<file path="config.mk">
export PLATFORM = sky130hd
export DESIGN_NAME = port_rate_trend_detector
export DESIGN_NICKNAME = d
export VERILOG_FILES = /design/src/rtl/prtd_pkg.sv /design/src/rtl/prtd_cfg_regs.sv /design/src/rtl/prtd_sequencer.sv /design/src/rtl/prtd_datapath.sv /design/src/rtl/port_rate_trend_detector.sv
export SDC_FILE = /design/constraint.sdc
export NUM_CORES = 2
export LEC_CHECK = 0
export BUFFER_PORTS_ARGS = -buffer_cell sky130_fd_sc_hd__buf_2
export CORE_MARGIN = 2
export CORE_UTILIZATION = 35
export CTS_CLUSTER_DIAMETER = 150
export DETAILED_ROUTE_END_ITERATION = 6
export SETUP_SLACK_MARGIN = 0.4
export SYNTH_ARGS = -nofsm -noshare
export SYNTH_HDL_FRONTEND = slang
export SYNTH_SLANG_ARGS = --single-unit
</file>
<file path="constraint.sdc">
create_clock -name clk_i -period 9.6 [get_ports clk_i]
set_input_delay 0.48 -clock clk_i [delete_from_list [all_inputs] [get_ports clk_i]]
set_output_delay 0.48 -clock clk_i [all_outputs]
set_load 0.005 [all_outputs]
</file>
<file path="src/rtl/prtd_pkg.sv">
// prtd_pkg: shared types, constants and the microcode table of the port
// rate trend detector. No dependencies.
package prtd_pkg;

  localparam int unsigned GAIN_BITS    = 16;
  localparam int unsigned IDLE_BITS    = 32;
  localparam int unsigned CFG_IDX_BITS = 3;
  localparam int unsigned STEP_BITS    = 4;

  // whole-number parts of the reset thresholds, shifted into fixed point
  localparam int unsigned START_PERIOD_WHOLE = 100;
  localparam int unsigned START_ACCEL_WHOLE  = 10;
  localparam int unsigned STOP_PERIOD_WHOLE  = 5000;
  localparam int unsigned STOP_ACCEL_WHOLE   = 200;

  localparam logic [GAIN_BITS-1:0] PERIOD_GAIN_RST  = 16'd3277;
  localparam logic [GAIN_BITS-1:0] ACCEL_GAIN_RST   = 16'd13107;
  localparam logic [IDLE_BITS-1:0] IDLE_TIMEOUT_RST = 32'd1750000;

  localparam logic OPC_EVENT = 1'b0;
  localparam logic OPC_QUERY = 1'b1;

  localparam logic [CFG_IDX_BITS-1:0] REG_PERIOD_GAIN  = 3'd0;
  localparam logic [CFG_IDX_BITS-1:0] REG_ACCEL_GAIN   = 3'd1;
  localparam logic [CFG_IDX_BITS-1:0] REG_START_PERIOD = 3'd2;
  localparam logic [CFG_IDX_BITS-1:0] REG_START_ACCEL  = 3'd3;
  localparam logic [CFG_IDX_BITS-1:0] REG_STOP_PERIOD  = 3'd4;
  localparam logic [CFG_IDX_BITS-1:0] REG_STOP_ACCEL   = 3'd5;
  localparam logic [CFG_IDX_BITS-1:0] REG_IDLE_TIMEOUT = 3'd6;

  typedef enum logic [2:0] {
    ALU_NOP,
    ALU_DIFF_P,
    ALU_UPD_P,
    ALU_ACC,
    ALU_DIFF_A,
    ALU_UPD_A,
    ALU_SEED
  } alu_e;

  typedef enum logic {
    GAIN_PERIOD,
    GAIN_ACCEL
  } gain_sel_e;

  typedef enum logic [1:0] {
    JMP_NONE,
    JMP_QUERY,
    JMP_UNSEEDED,
    JMP_ALWAYS
  } jump_e;

  typedef struct packed {
    alu_e                 alu;
    logic                 mul_en;
    gain_sel_e            gain;
    jump_e                jmp;
    logic [STEP_BITS-1:0] target;
    logic                 fin;
  } ctrl_word_t;

  typedef struct packed {
    logic query;
    logic unseeded;
  } cond_t;

  typedef struct packed {
    logic play;
    logic stop;
    logic idle;
  } flags_t;

  localparam logic [STEP_BITS-1:0] STEP_DISPATCH = 4'd0;
  localparam logic [STEP_BITS-1:0] STEP_SEED_CHK = 4'd1;
  localparam logic [STEP_BITS-1:0] STEP_DIFF_P   = 4'd2;
  localparam logic [STEP_BITS-1:0] STEP_MUL_P    = 4'd3;
  localparam logic [STEP_BITS-1:0] STEP_UPD_P    = 4'd4;
  localparam logic [STEP_BITS-1:0] STEP_ACC      = 4'd5;
  localparam logic [STEP_BITS-1:0] STEP_DIFF_A   = 4'd6;
  localparam logic [STEP_BITS-1:0] STEP_MUL_A    = 4'd7;
  localparam logic [STEP_BITS-1:0] STEP_UPD_A    = 4'd8;
  localparam logic [STEP_BITS-1:0] STEP_SEED     = 4'd9;
  localparam logic [STEP_BITS-1:0] STEP_FIN      = 4'd10;

  function automatic ctrl_word_t mk_cw(input alu_e alu, input logic mul_en,
                                       input gain_sel_e gain, input jump_e jmp,
                                       input logic [STEP_BITS-1:0] target,
                                       input logic fin);
    ctrl_word_t w;
    w.alu    = alu;
    w.mul_en = mul_en;
    w.gain   = gain;
    w.jmp    = jmp;
    w.target = target;
    w.fin    = fin;
    return w;
  endfunction

  // One control word per step; fin marks the step that presents the result.
  function automatic ctrl_word_t ucode_rom(input logic [STEP_BITS-1:0] addr);
    ctrl_word_t w;
    unique case (addr)
      STEP_DISPATCH: w = mk_cw(ALU_NOP, 1'b0, GAIN_PERIOD, JMP_QUERY, STEP_FIN, 1'b0);
      STEP_SEED_CHK: w = mk_cw(ALU_NOP, 1'b0, GAIN_PERIOD, JMP_UNSEEDED, STEP_SEED, 1'b0);
      STEP_DIFF_P:   w = mk_cw(ALU_DIFF_P, 1'b0, GAIN_PERIOD, JMP_NONE, STEP_DISPATCH, 1'b0);
      STEP_MUL_P:    w = mk_cw(ALU_NOP, 1'b1, GAIN_PERIOD, JMP_NONE, STEP_DISPATCH, 1'b0);
      STEP_UPD_P:    w = mk_cw(ALU_UPD_P, 1'b0, GAIN_PERIOD, JMP_NONE, STEP_DISPATCH, 1'b0);
      STEP_ACC:      w = mk_cw(ALU_ACC, 1'b0, GAIN_PERIOD, JMP_NONE, STEP_DISPATCH, 1'b0);
      STEP_DIFF_A:   w = mk_cw(ALU_DIFF_A, 1'b0, GAIN_ACCEL, JMP_NONE, STEP_DISPATCH, 1'b0);
      STEP_MUL_A:    w = mk_cw(ALU_NOP, 1'b1, GAIN_ACCEL, JMP_NONE, STEP_DISPATCH, 1'b0);
      STEP_UPD_A:    w = mk_cw(ALU_UPD_A, 1'b0, GAIN_ACCEL, JMP_ALWAYS, STEP_FIN, 1'b0);
      STEP_SEED:     w = mk_cw(ALU_SEED, 1'b0, GAIN_PERIOD, JMP_NONE, STEP_DISPATCH, 1'b0);
      default:       w = mk_cw(ALU_NOP, 1'b0, GAIN_PERIOD, JMP_NONE, STEP_DISPATCH, 1'b1);
    endcase
    return w;
  endfunction

  function automatic ctrl_word_t nop_cw();
    return mk_cw(ALU_NOP, 1'b0, GAIN_PERIOD, JMP_NONE, STEP_DISPATCH, 1'b0);
  endfunction

endpackage

</file>
<file path="src/rtl/prtd_cfg_regs.sv">
// prtd_cfg_regs: configuration register file with reset defaults.
// Depends on prtd_pkg.
module prtd_cfg_regs #(
  parameter int unsigned FRAC_BITS     = 16,
  parameter int unsigned INTERVAL_BITS = 24,
  parameter int unsigned CFG_W         = 41
) (
  input  logic                                       clk_i,
  input  logic                                       rst_ni,
  input  logic                                       cfg_valid_i,
  output logic                                       cfg_ready_o,
  input  logic [prtd_pkg::CFG_IDX_BITS-1:0]          cfg_index_i,
  input  logic [CFG_W-1:0]                           cfg_data_i,
  output logic [prtd_pkg::GAIN_BITS-1:0]             period_gain_o,
  output logic [prtd_pkg::GAIN_BITS-1:0]             accel_gain_o,
  output logic [INTERVAL_BITS+FRAC_BITS-1:0]         start_period_o,
  output logic signed [INTERVAL_BITS+FRAC_BITS:0]    start_accel_o,
  output logic [INTERVAL_BITS+FRAC_BITS-1:0]         stop_period_o,
  output logic signed [INTERVAL_BITS+FRAC_BITS:0]    stop_accel_o,
  output logic [prtd_pkg::IDLE_BITS-1:0]             idle_timeout_o
);

  localparam int unsigned PW = INTERVAL_BITS + FRAC_BITS;
  localparam int unsigned AW = PW + 1;
  localparam int unsigned GW = prtd_pkg::GAIN_BITS;
  localparam int unsigned IW = prtd_pkg::IDLE_BITS;

  logic [GW-1:0]        period_gain_q, accel_gain_q;
  logic [PW-1:0]        start_period_q, stop_period_q;
  logic signed [AW-1:0] start_accel_q, stop_accel_q;
  logic [IW-1:0]        idle_timeout_q;

  assign cfg_ready_o = 1'b1;

  always_ff @(posedge clk_i or negedge rst_ni) begin
    if (!rst_ni) begin
      period_gain_q  <= prtd_pkg::PERIOD_GAIN_RST;
      accel_gain_q   <= prtd_pkg::ACCEL_GAIN_RST;
      start_period_q <= PW'(prtd_pkg::START_PERIOD_WHOLE) << FRAC_BITS;
      start_accel_q  <= AW'(prtd_pkg::START_ACCEL_WHOLE) << FRAC_BITS;
      stop_period_q  <= PW'(prtd_pkg::STOP_PERIOD_WHOLE) << FRAC_BITS;
      stop_accel_q   <= AW'(prtd_pkg::STOP_ACCEL_WHOLE) << FRAC_BITS;
      idle_timeout_q <= prtd_pkg::IDLE_TIMEOUT_RST;
    end else if (cfg_valid_i) begin
      // an index beyond the list writes nothing
      unique case (cfg_index_i)
        prtd_pkg::REG_PERIOD_GAIN:  period_gain_q  <= cfg_data_i[GW-1:0];
        prtd_pkg::REG_ACCEL_GAIN:   accel_gain_q   <= cfg_data_i[GW-1:0];
        prtd_pkg::REG_START_PERIOD: start_period_q <= cfg_data_i[PW-1:0];
        prtd_pkg::REG_START_ACCEL:  start_accel_q  <= $signed(cfg_data_i[AW-1:0]);
        prtd_pkg::REG_STOP_PERIOD:  stop_period_q  <= cfg_data_i[PW-1:0];
        prtd_pkg::REG_STOP_ACCEL:   stop_accel_q   <= $signed(cfg_data_i[AW-1:0]);
        prtd_pkg::REG_IDLE_TIMEOUT: idle_timeout_q <= cfg_data_i[IW-1:0];
        default: ;
      endcase
    end
  end

  assign period_gain_o  = period_gain_q;
  assign accel_gain_o   = accel_gain_q;
  assign start_period_o = start_period_q;
  assign start_accel_o  = start_accel_q;
  assign stop_period_o  = stop_period_q;
  assign stop_accel_o   = stop_accel_q;
  assign idle_timeout_o = idle_timeout_q;

endmodule

</file>
<file path="src/rtl/prtd_sequencer.sv">
// prtd_sequencer: step counter over the microcode table with conditional
// jumps. Depends on prtd_pkg.
module prtd_sequencer (
  input  logic                 clk_i,
  input  logic                 rst_ni,
  input  logic                 start_i,
  input  logic                 hold_i,
  input  prtd_pkg::cond_t      cond_i,
  output prtd_pkg::ctrl_word_t ctrl_o,
  output logic                 busy_o
);

  logic                           busy_q, busy_d;
  logic [prtd_pkg::STEP_BITS-1:0] pc_q, pc_d;
  prtd_pkg::ctrl_word_t           word;
  logic                           take;

  assign word = prtd_pkg::ucode_rom(pc_q);

  always_comb begin
    unique case (word.jmp)
      prtd_pkg::JMP_NONE:     take = 1'b0;
      prtd_pkg::JMP_QUERY:    take = cond_i.query;
      prtd_pkg::JMP_UNSEEDED: take = cond_i.unseeded;
      prtd_pkg::JMP_ALWAYS:   take = 1'b1;
      default:                take = 1'b0;
    endcase
  end

  always_comb begin
    busy_d = busy_q;
    pc_d   = pc_q;
    if (!busy_q) begin
      if (start_i) begin
        busy_d = 1'b1;
        pc_d   = prtd_pkg::STEP_DISPATCH;
      end
    end else if (word.fin) begin
      // hold the final step until the output register frees up
      if (!hold_i) begin
        busy_d = 1'b0;
      end
    end else if (take) begin
      pc_d = word.target;
    end else begin
      pc_d = pc_q + 1'b1;
    end
  end

  always_ff @(posedge clk_i or negedge rst_ni) begin
    if (!rst_ni) begin
      busy_q <= 1'b0;
      pc_q   <= prtd_pkg::STEP_DISPATCH;
    end else begin
      busy_q <= busy_d;
      pc_q   <= pc_d;
    end
  end

  assign ctrl_o = busy_q ? word : prtd_pkg::nop_cw();
  assign busy_o = busy_q;

endmodule

</file>
<file path="src/rtl/prtd_datapath.sv">
// prtd_datapath: smoothing state, shared difference unit, shared gain
// multiplier and the result compares. Depends on prtd_pkg.
module prtd_datapath #(
  parameter int unsigned FRAC_BITS     = 16,
  parameter int unsigned INTERVAL_BITS = 24,
  parameter int unsigned TIME_BITS     = 48
) (
  input  logic                                    clk_i,
  input  logic                                    rst_ni,
  input  prtd_pkg::ctrl_word_t                    ctrl_i,
  input  logic [INTERVAL_BITS-1:0]                interval_i,
  input  logic [TIME_BITS-1:0]                    timestamp_i,
  input  logic [prtd_pkg::GAIN_BITS-1:0]          period_gain_i,
  input  logic [prtd_pkg::GAIN_BITS-1:0]          accel_gain_i,
  input  logic [INTERVAL_BITS+FRAC_BITS-1:0]      start_period_i,
  input  logic signed [INTERVAL_BITS+FRAC_BITS:0] start_accel_i,
  input  logic [INTERVAL_BITS+FRAC_BITS-1:0]      stop_period_i,
  input  logic signed [INTERVAL_BITS+FRAC_BITS:0] stop_accel_i,
  input  logic [prtd_pkg::IDLE_BITS-1:0]          idle_timeout_i,
  output logic                                    seeded_o,
  output prtd_pkg::flags_t                        flags_o,
  output logic [INTERVAL_BITS+FRAC_BITS-1:0]      smoothed_period_o,
  output logic signed [INTERVAL_BITS+FRAC_BITS:0] smoothed_accel_o
);

  localparam int unsigned PW  = INTERVAL_BITS + FRAC_BITS;
  localparam int unsigned AW  = PW + 1;
  localparam int unsigned DW  = AW + 1;
  localparam int unsigned GW  = prtd_pkg::GAIN_BITS;
  localparam int unsigned PRW = DW + GW;

  logic [PW-1:0]        avg_period_q, avg_period_d;
  logic [PW-1:0]        prev_period_q, prev_period_d;
  logic signed [AW-1:0] avg_accel_q, avg_accel_d;
  logic [TIME_BITS-1:0] last_time_q, last_time_d;
  logic                 seeded_q, seeded_d;

  logic signed [AW-1:0] acc_q;
  logic [DW-1:0]        mag_q, q_q;
  logic                 neg_q;

  logic [PW-1:0]        x;
  logic signed [DW-1:0] opa, opb, diff_ab, diff_ba, upd_base, upd_sum;
  logic                 opa_lt;
  logic [GW-1:0]        gain;
  logic [PRW-1:0]       prod;
  logic signed [AW-1:0] acc_d;
  logic [TIME_BITS-1:0] elapsed;

  assign x = {interval_i, {FRAC_BITS{1'b0}}};

  // difference unit: sign and magnitude of opa - opb
  always_comb begin
    if (ctrl_i.alu == prtd_pkg::ALU_DIFF_A) begin
      opa = DW'(acc_q);
      opb = DW'(avg_accel_q);
    end else begin
      opa = $signed({2'b00, x});
      opb = $signed({2'b00, avg_period_q});
    end
  end

  assign diff_ab = opa - opb;
  assign diff_ba = opb - opa;
  assign opa_lt  = opa < opb;

  // gain multiply, rounded to nearest on the magnitude
  assign gain = (ctrl_i.gain == prtd_pkg::GAIN_ACCEL) ? accel_gain_i : period_gain_i;
  assign prod = PRW'(mag_q) * PRW'(gain) + (PRW'(1) << (GW - 1));

  // apply the signed correction to the selected average
  assign upd_base = (ctrl_i.alu == prtd_pkg::ALU_UPD_A) ? DW'(avg_accel_q)
                                                        : $signed({2'b00, avg_period_q});
  assign upd_sum  = neg_q ? upd_base - $signed(q_q) : upd_base + $signed(q_q);

  assign acc_d = $signed({1'b0, prev_period_q}) - $signed({1'b0, avg_period_q});

  always_comb begin
    avg_period_d  = avg_period_q;
    prev_period_d = prev_period_q;
    avg_accel_d   = avg_accel_q;
    last_time_d   = last_time_q;
    seeded_d      = seeded_q;
    unique case (ctrl_i.alu)
      prtd_pkg::ALU_NOP,
      prtd_pkg::ALU_DIFF_P,
      prtd_pkg::ALU_DIFF_A: ;
      prtd_pkg::ALU_SEED: begin
        avg_period_d  = x;
        prev_period_d = x;
        avg_accel_d   = '0;
        seeded_d      = 1'b1;
      end
      prtd_pkg::ALU_UPD_P: begin
        avg_period_d = upd_sum[PW-1:0];
      end
      prtd_pkg::ALU_ACC: begin
        prev_period_d = avg_period_q;
      end
      prtd_pkg::ALU_UPD_A: begin
        avg_accel_d = $signed(upd_sum[AW-1:0]);
        last_time_d = timestamp_i;
      end
      default: ;
    endcase
  end

  always_ff @(posedge clk_i or negedge rst_ni) begin
    if (!rst_ni) begin
      avg_period_q  <= '0;
      prev_period_q <= '0;
      avg_accel_q   <= '0;
      last_time_q   <= '0;
      seeded_q      <= 1'b0;
    end else begin
      avg_period_q  <= avg_period_d;
      prev_period_q <= prev_period_d;
      avg_accel_q   <= avg_accel_d;
      last_time_q   <= last_time_d;
      seeded_q      <= seeded_d;
    end
  end

  always_ff @(posedge clk_i) begin
    if (ctrl_i.alu == prtd_pkg::ALU_DIFF_P || ctrl_i.alu == prtd_pkg::ALU_DIFF_A) begin
      mag_q <= opa_lt ? $unsigned(diff_ba) : $unsigned(diff_ab);
      neg_q <= opa_lt;
    end
    if (ctrl_i.mul_en) begin
      q_q <= prod[PRW-1:GW];
    end
    if (ctrl_i.alu == prtd_pkg::ALU_ACC) begin
      acc_q <= acc_d;
    end
  end

  assign elapsed = timestamp_i - last_time_q;

  assign flags_o.play = (avg_period_q > start_period_i) && (avg_accel_q > start_accel_i);
  assign flags_o.stop = (avg_period_q < stop_period_i) && (avg_accel_q < stop_accel_i);
  assign flags_o.idle = elapsed > TIME_BITS'(idle_timeout_i);

  assign seeded_o          = seeded_q;
  assign smoothed_period_o = avg_period_q;
  assign smoothed_accel_o  = avg_accel_q;

endmodule

</file>
<file path="src/rtl/port_rate_trend_detector.sv">
// port_rate_trend_detector: top level; input capture, output register and
// the wiring of sequencer, datapath and config registers. Depends on prtd_pkg.
//
//   channel   handshake                 payload
//   --------  ------------------------  -----------------------------------------
//   in        in_valid_i / in_stall_o   opcode_i, interval_i, timestamp_i
//   out       out_valid_o / out_stall_i play/stop/idle_detected_o, smoothed_*_o
//   cfg       cfg_valid_i / cfg_ready_o cfg_index_i, cfg_data_i
//
// One word at a time runs through the microcode sequencer: a query takes 2
// steps, a seeding event 4, a tracking event 10 (two difference, two multiply
// and three update steps through the shared unit); in_stall_o drops the cycle
// after the last step. Reset clears the smoothing state and loads the default
// thresholds. A stalled output holds the last step; a new word is taken while
// the finished result still waits in the output register.
module port_rate_trend_detector #(
  parameter int unsigned FRAC_BITS     = 16,
  parameter int unsigned INTERVAL_BITS = 24,
  parameter int unsigned TIME_BITS     = 48,
  localparam int unsigned CfgW = (INTERVAL_BITS + FRAC_BITS + 1 > prtd_pkg::IDLE_BITS)
                                 ? INTERVAL_BITS + FRAC_BITS + 1 : prtd_pkg::IDLE_BITS
) (
  input  logic                                    clk_i,
  input  logic                                    rst_ni,
  input  logic                                    in_valid_i,
  output logic                                    in_stall_o,
  input  logic                                    opcode_i,
  input  logic [INTERVAL_BITS-1:0]                interval_i,
  input  logic [TIME_BITS-1:0]                    timestamp_i,
  output logic                                    out_valid_o,
  input  logic                                    out_stall_i,
  output logic                                    play_detected_o,
  output logic                                    stop_detected_o,
  output logic                                    idle_detected_o,
  output logic [INTERVAL_BITS+FRAC_BITS-1:0]      smoothed_period_o,
  output logic signed [INTERVAL_BITS+FRAC_BITS:0] smoothed_accel_o,
  input  logic                                    cfg_valid_i,
  output logic                                    cfg_ready_o,
  input  logic [prtd_pkg::CFG_IDX_BITS-1:0]       cfg_index_i,
  input  logic [CfgW-1:0]                         cfg_data_i
);

  localparam int unsigned PW = INTERVAL_BITS + FRAC_BITS;
  localparam int unsigned AW = PW + 1;
  localparam int unsigned GW = prtd_pkg::GAIN_BITS;
  localparam int unsigned IW = prtd_pkg::IDLE_BITS;

  logic [GW-1:0]        period_gain, accel_gain;
  logic [PW-1:0]        start_period, stop_period;
  logic signed [AW-1:0] start_accel, stop_accel;
  logic [IW-1:0]        idle_timeout;

  logic                 busy, accept, hold, load, seeded;
  prtd_pkg::ctrl_word_t ctrl;
  prtd_pkg::cond_t      cond;
  prtd_pkg::flags_t     flags;
  logic [PW-1:0]        period_val;
  logic signed [AW-1:0] accel_val;

  logic                     op_q;
  logic [INTERVAL_BITS-1:0] interval_q;
  logic [TIME_BITS-1:0]     ts_q;

  logic                 out_valid_q, out_valid_d;
  prtd_pkg::flags_t     flags_q;
  logic [PW-1:0]        period_q;
  logic signed [AW-1:0] accel_q;

  assign in_stall_o = busy;
  assign accept     = in_valid_i && !busy;
  assign hold       = out_valid_q && out_stall_i;
  assign load       = ctrl.fin && !hold;

  assign cond.query    = (op_q == prtd_pkg::OPC_QUERY);
  assign cond.unseeded = !seeded;

  always_ff @(posedge clk_i) begin
    if (accept) begin
      op_q       <= opcode_i;
      interval_q <= interval_i;
      ts_q       <= timestamp_i;
    end
    if (load) begin
      flags_q  <= flags;
      period_q <= period_val;
      accel_q  <= accel_val;
    end
  end

  always_comb begin
    out_valid_d = out_valid_q;
    if (load) begin
      out_valid_d = 1'b1;
    end else if (!out_stall_i) begin
      out_valid_d = 1'b0;
    end
  end

  always_ff @(posedge clk_i or negedge rst_ni) begin
    if (!rst_ni) begin
      out_valid_q <= 1'b0;
    end else begin
      out_valid_q <= out_valid_d;
    end
  end

  prtd_cfg_regs #(
    .FRAC_BITS     (FRAC_BITS),
    .INTERVAL_BITS (INTERVAL_BITS),
    .CFG_W         (CfgW)
  ) u_cfg (
    .clk_i          (clk_i),
    .rst_ni         (rst_ni),
    .cfg_valid_i    (cfg_valid_i),
    .cfg_ready_o    (cfg_ready_o),
    .cfg_index_i    (cfg_index_i),
    .cfg_data_i     (cfg_data_i),
    .period_gain_o  (period_gain),
    .accel_gain_o   (accel_gain),
    .start_period_o (start_period),
    .start_accel_o  (start_accel),
    .stop_period_o  (stop_period),
    .stop_accel_o   (stop_accel),
    .idle_timeout_o (idle_timeout)
  );

  prtd_sequencer u_seq (
    .clk_i   (clk_i),
    .rst_ni  (rst_ni),
    .start_i (accept),
    .hold_i  (hold),
    .cond_i  (cond),
    .ctrl_o  (ctrl),
    .busy_o  (busy)
  );

  prtd_datapath #(
    .FRAC_BITS     (FRAC_BITS),
    .INTERVAL_BITS (INTERVAL_BITS),
    .TIME_BITS     (TIME_BITS)
  ) u_dp (
    .clk_i             (clk_i),
    .rst_ni            (rst_ni),
    .ctrl_i            (ctrl),
    .interval_i        (interval_q),
    .timestamp_i       (ts_q),
    .period_gain_i     (period_gain),
    .accel_gain_i      (accel_gain),
    .start_period_i    (start_period),
    .start_accel_i     (start_accel),
    .stop_period_i     (stop_period),
    .stop_accel_i      (stop_accel),
    .idle_timeout_i    (idle_timeout),
    .seeded_o          (seeded),
    .flags_o           (flags),
    .smoothed_period_o (period_val),
    .smoothed_accel_o  (accel_val)
  );

  assign out_valid_o       = out_valid_q;
  assign play_detected_o   = flags_q.play;
  assign stop_detected_o   = flags_q.stop;
  assign idle_detected_o   = flags_q.idle;
  assign smoothed_period_o = period_q;
  assign smoothed_accel_o  = accel_q;

endmodule
</file>
**After elaboration in Yosys (flattened, before gate mapping)**

Memory sizes are Yosys's and may differ from the RTL's.
Cells that the tools add are included.

- Multiply operators: 1
- $lt $le $gt $ge: 6
- Reductions and logical operators: 23
- Add/sub/neg operators: 8
- Eq/ne operators: 17
- Mux-type cells: 21

Operators by type and width:

| operator | number |
|---|---|
| 40-bit one-hot mux with 2 select lines | 2 |
| 42-bit two-way mux | 3 |
| 42-bit subtractor | 2 |
| 41-bit two-way mux | 2 |
| 41-bit one-hot mux with 2 select lines | 1 |
| 57-bit by 16-bit adder with 57-bit output, second input constant | 1 |
| 42-bit by 16-bit multiplier with 57-bit output | 1 |
| 48-bit by 32-bit > comparator with 1-bit output | 1 |
| 48-bit subtractor | 1 |
| 42-bit < comparator | 1 |
| 41-bit adder | 1 |
| 41-bit > comparator | 1 |
| 41-bit < comparator | 1 |
| 40-bit by 40-bit subtractor with 41-bit output | 1 |
| 41-bit subtractor | 1 |
| 40-bit > comparator | 1 |
| 40-bit < comparator | 1 |
| 3-bit equality test, second input constant | 6 |
| 16-bit two-way mux | 1 |
| 4-bit two-way mux | 4 |
| 2-bit AND reduction | 8 |
| 3-bit by 2-bit equality test with 1-bit output, second input constant | 4 |
| 12-bit two-way mux | 1 |
| 2-bit nonzero test | 4 |
| 13 further kinds | 26 |

- Register bits after elaboration: 684
- Logic and storage cells: 104
- Bits in read-only memories: 176
- Output and inout bits: 87
- Memories: 1
- Bits of input ports: 122

Memory list:

| memory | depth | bits a word | read ports | clocked after memory_dff | wr ports | RTL line | RTL |
|---|---|---|---|---|---|---|---|
| (name not given) | 16 | 11 | 1 | 0 | 0 | prtd_pkg.sv:102 | `unique case (addr)` |

**Logic depth before layout (Yosys ltp)**

An unclocked memory read counts as a cell.

- Depth in word-level cells: 7
- Depth in mapped cells: 32

**Hierarchy**

From an unflattened synthesis, not the netlist that was laid out.

- Cells, all modules: 6775
- Area total of the unflattened synthesis: 64101.5 um^2

By module, submodules not included:

| module | times used | area each (um^2) | cells an instance |
|---|---|---|---|
| prtd_datapath | 1 | 50201.9 | 6048 |
| prtd_cfg_regs | 1 | 8539.4 | 487 |
| port_rate_trend_detector | 1 | 4774.6 | 163 |
| prtd_sequencer | 1 | 585.6 | 77 |

**Worst setup path after synthesis**

OpenSTA, ideal clock, no wires.

- Kind: flip-flop to flip-flop
- Start point: reg u_seq.pc_q[1] in the netlist's numbering
- End point: reg u_dp.q_q[34] (data pin)
- Clock period less this slack: 8.348 ns
- Cell stages (with the launch flop): 31
- Library setup time: 0.262 ns
- Data required time: 9.338 ns
- Data arrival time: 8.086 ns
- Path slack: 1.252 ns
- Cell sequence: dfrtp_1 -> inv_1 -> ha_1 -> and3b_1 -> o21ai_1 -> clkbuf_1 -> mux2_2 -> clkbuf_1 -> and2_1 -> fa_1 -> inv_1 -> fa_1 -> fa_1 -> inv_1 -> fa_1 -> fa_1 -> inv_1 -> fa_1 -> inv_1 -> ha_1 -> a21oi_1 -> o211ai_1 -> a41oi_1 -> o21a_1 -> o31a_1 -> o31ai_2 -> a31oi_1 -> o31ai_2 -> a31oi_1 -> o21ai_1 -> xor2_1

- Longest elaborated chain between the ends: 5

Ends and longest elaborated chain:

| item | RTL line | RTL |
|---|---|---|
| start, declared | prtd_sequencer.sv:14 | `logic [prtd_pkg::STEP_BITS-1:0] pc_q, pc_d;` |
| start signal, assigned | prtd_sequencer.sv:53 | `pc_q <= prtd_pkg::STEP_DISPATCH;` |
| start signal, assigned | prtd_sequencer.sv:56 | `pc_q <= pc_d;` |
| memory read 16 x 11 bit | -- |  |
| 12-bit two-way mux | prtd_sequencer.sv:60 | `assign ctrl_o = busy_q ? word : prtd_pkg::nop_cw();` |
| 16-bit two-way mux | prtd_datapath.sv:68 | `assign gain = (ctrl_i.gain == prtd_pkg::GAIN_ACCEL) ? accel_gain_i : period_gain_i;` |
| 42-bit by 16-bit multiplier with 57-bit output | prtd_datapath.sv:69 | `assign prod = PRW'(mag_q) * PRW'(gain) + (PRW'(1) << (GW - 1));` |
| 57-bit by 16-bit adder with 57-bit output | prtd_datapath.sv:69 |  |
| via u_dp.prod[50] | prtd_datapath.sv:46 | `logic [PRW-1:0] prod;` |
| end signal, assigned | prtd_datapath.sv:130 | `q_q <= prod[PRW-1:GW];` |
| end, declared | prtd_datapath.sv:39 | `logic [DW-1:0] mag_q, q_q;` |

The timed path passes the listed nets, and every way through them passes these cells.
A chain may end at the register's enable or synchronous reset.

**Worst setup path after layout**

- Start point: reg u_seq.pc_q[1] in the netlist's numbering
- End point: reg u_dp.q_q[23] (data pin)

Same word-level chain as after synthesis.

==> metrics.csv <==
metric;value;unit
ys flop type;dfrtp_1;
status;finished clean;
highest cell delay on the worst timing path;560;ps
Synth-to-Final Area Change;10.4;%
wire length of the first global-routing pass;288000;µm
number of cells on the worst hold path;1;
total DRC errors in the routed layout;0;
die footprint;184000;µm²
sequential element share of the synthesized area;0.295;
cells after synthesis;6791;
post-synthesis sequential element count;684;
depth of the CTS H-tree;3;
die width;428;µm
max-slew violation total from the final report;0;
fraction of final layout cells sized beyond drive strength 1;0.0900;
top cells by area, synth;fa_1 18%, dfrtp_1 14%, edfxtp_1 13%;
maximum net fanout on the critical path;29;
count of boundary I/O pins;209;
number of buffers on the longest clock path;3;
Clock Sinks;684;
share of the synthesized area in the top cell type;0.178;
FP Rows;155;
number of distinct library cell variants in the gate-level netlist after synthesis;88;
leading cell types in the layout, fill and taps excluded;1144 x inv_1, 960 x nand2_1, 569 x ha_1, 561 x fa_1, 418 x o21ai_0;
origin of the worst setup path;u_seq.pc_q[1];
MaxCap Viol Count;0;
DRT antenna net count;0;
global-route total usage across every layer;0.200;
share of flip-flops with an asynchronous set or reset;0.588;
Critical Path Most Common Cell;fa_1;
Final GP Congestion;0.924;
Post-CTS Repair Setup Buffers;0;
Vias/cell;5.15;
pin count of the biggest net entering global routing;153;
slack of the worst reg-to-reg path;860;ps
Total Wirelength;184000;µm
core outline area;179000;µm²
post-route met1 wirelength;82300;µm
Initial DRC Count;3536;
cell chosen for the clock root;clkbuf_16;
post-route clock period utilization;0.910;
unrepaired setup endpoints after global routing;yes;
path category of the worst min-delay check;primary input to flop;
number of nets produced by synthesis;8043;
Avg Synthesized Cell Area;9.28;µm²
vias in the first global route;48600;
number of nets in the layout;8170;
Crit path arrival time;9140;ps
post-synth top area cell;fa_1;
leading cell type in the layout, fill and taps excluded;inv_1;
detail-routed net length per standard cell;19.7;µm
top routing layer in use;met5;
Relative slew margins;0.261;
launch instance of the worst register-to-register path;u_seq.pc_q[1];
endpoint type of the worst setup path;flop;
critical path class;flop to flop;
clock-pin slew of the registers on the worst-case setup and hold paths;60;ps
accumulated negative setup slack;0;ps
Initial Utilization;0.353;
data required time at the worst endpoint;10000;ps
placed wire-length estimate after detailed placement;145000;µm
final critical-path required period;8740;ps
clock insertion delay at the later pin of the skew report;670;ps
startpoint of the lowest-slack hold path;timestamp_i[47];
endpoints failing setup;0;
total via count after detailed routing;48100;
Reg2Reg Capture Point;u_dp.q_q[23];
worst reg2reg path depth;30;
Syn. warnings;0;
die height;428;µm
netlist area before placement;63000;µm²
detailed-routed wire length on met2;88500;µm
CTS tree;done;
startpoint type of the worst setup path;flop;
number of iterations in the first detailed-routing pass;6;
transition at the pin with the smallest max-transition slack;1100;ps
Hold Path End;ts_q[47];
count of endpoints failing hold in the final timing report;0;
count of flip-flops with a built-in enable after synthesis;282;
antenna violations before repair;4;
TritonCTS Buffers;74;
Critical path buffers and inverters;7;
global route total overflow;0;
cell with the largest stage delay on the worst path;fa_1;
final clock skew;34.5;ps
timing-limited maximum frequency;114;MHz
Crit path max-delay family;adder cells;
count of input and output buffers;207;
metal3 WL;7950;µm
==> kinds of logic (layout without fill, tap and decap cells) <==
| group | count (synthesis) | after routing | synth area share |
|---|---|---|---|
| mux | 212 | 212 | 0.0369 |
| buf+inv | 1418 | 1607 | 0.0851 |
| simple gates | 1837 | 1837 | 0.135 |
| flops | 684 | 684 | 0.295 |
| compound gates | 1278 | 1278 | 0.125 |
| other cells | 1 | 3 | 0.0000595 |
| fa+ha+maj | 1130 | 1130 | 0.291 |
| xor+xnor | 231 | 231 | 0.0321 |
==> Yosys cell counts (7+ instances only) <==
library cell,count
o21ai_1,7
dfrtp_1,362
nand3_1,93
and4_1,10
xnor2_1,152
ha_1,569
a211oi_1,47
o21ai_0,418
a221oi_1,11
o211ai_1,34
o21bai_1,27
nand4_1,74
o2111ai_1,7
mux2_2,164
nand2b_1,48
and3_1,21
a22oi_1,30
nor2b_1,94
a221o_1,10
edfxtp_1,282
or2_2,7
or3_1,19
o31ai_1,14
a31oi_1,46
buf_1,9
nor4_1,15
a21oi_1,321
nor2_1,198
buf_2,12
nand2_1,961
inv_1,1145
dfstp_2,40
clkbuf_1,244
and2_1,213
xor2_1,79
nor3_1,57
fa_1,561
a2111oi_0,9
a22o_1,20
o21a_1,28
a21o_1,171
mux2i_1,48
nor3b_1,8
==> cell type report <==
type,instances,area [µm²]
diodes,2,5.00
clock buffers,106,2170
clock inverters,32,268
fillers,17700,109000
inverters,1146,4310
multi-input cells,4689,39200
flip-flops and latches,684,18600
well taps,2355,2950
repair buffers,323,2110
==> through the flow <==
stage / instance area (µm²) / setup slack, ps / cells / hold slack, ps / utilization
after floorplan: 63000 / 1250 / 6791 / 184 / -
final: 69600 / 865 / 9337 / 42.8 / 0.390
after global routing: 69600 / 373 / 9336 / 11.2 / 0.390
after global placement: 66500 / 685 / 9136 / 464 / 0.372
after detailed placement: 66500 / 547 / 9136 / 465 / 0.372
after CTS: 69500 / 547 / 9335 / 1.41 / 0.389
==> per-layer routing <==
layer  vias up  global-route usage
met5         -                   0
met4         6              0.0527
met3       233              0.0210
met2      1151               0.337
met1     24200               0.272
li1      22600                   -
==> worst max path at each step <==
stage | cells past startpoint | end | slack (ps)
after CTS | 31 | u_dp.q_q[34] | 550
after floorplan | 30 | u_dp.q_q[34] | 1250
final | 30 | u_dp.q_q[23] | 860
after global placement | 28 | u_dp.q_q[34] | 690
after detailed placement | 31 | u_dp.q_q[34] | 550
after global routing | 30 | u_dp.q_q[34] | 370
==> sequential cells by signal, indices dropped and copies added, names as in the netlist, 40 cells and up <==
| signal | count |
|---|---|
| u_cfg.start_accel_o | 41 |
| u_dp.prev_period_q | 40 |
| u_cfg.stop_accel_o | 41 |
| u_dp.smoothed_accel_o | 41 |
| u_dp.smoothed_period_o | 40 |
| u_dp.mag_q | 42 |
| ts_q | 48 |
| smoothed_accel_o | 41 |
| u_cfg.start_period_o | 40 |
| u_dp.q_q | 41 |
| u_cfg.stop_period_o | 40 |
| u_dp.acc_q | 41 |
| smoothed_period_o | 40 |
| u_dp.last_time_q | 48 |
==> what timing repair did <==
item,CTS,global route
endpoints found under the setup margin,0,18
endpoints found under the hold margin,168,0
resized for setup,0,13
hold buffers,61,0
Power is not shown: default switching activity piles up to over one toggle a cycle in this logic, so the estimate is an artifact.
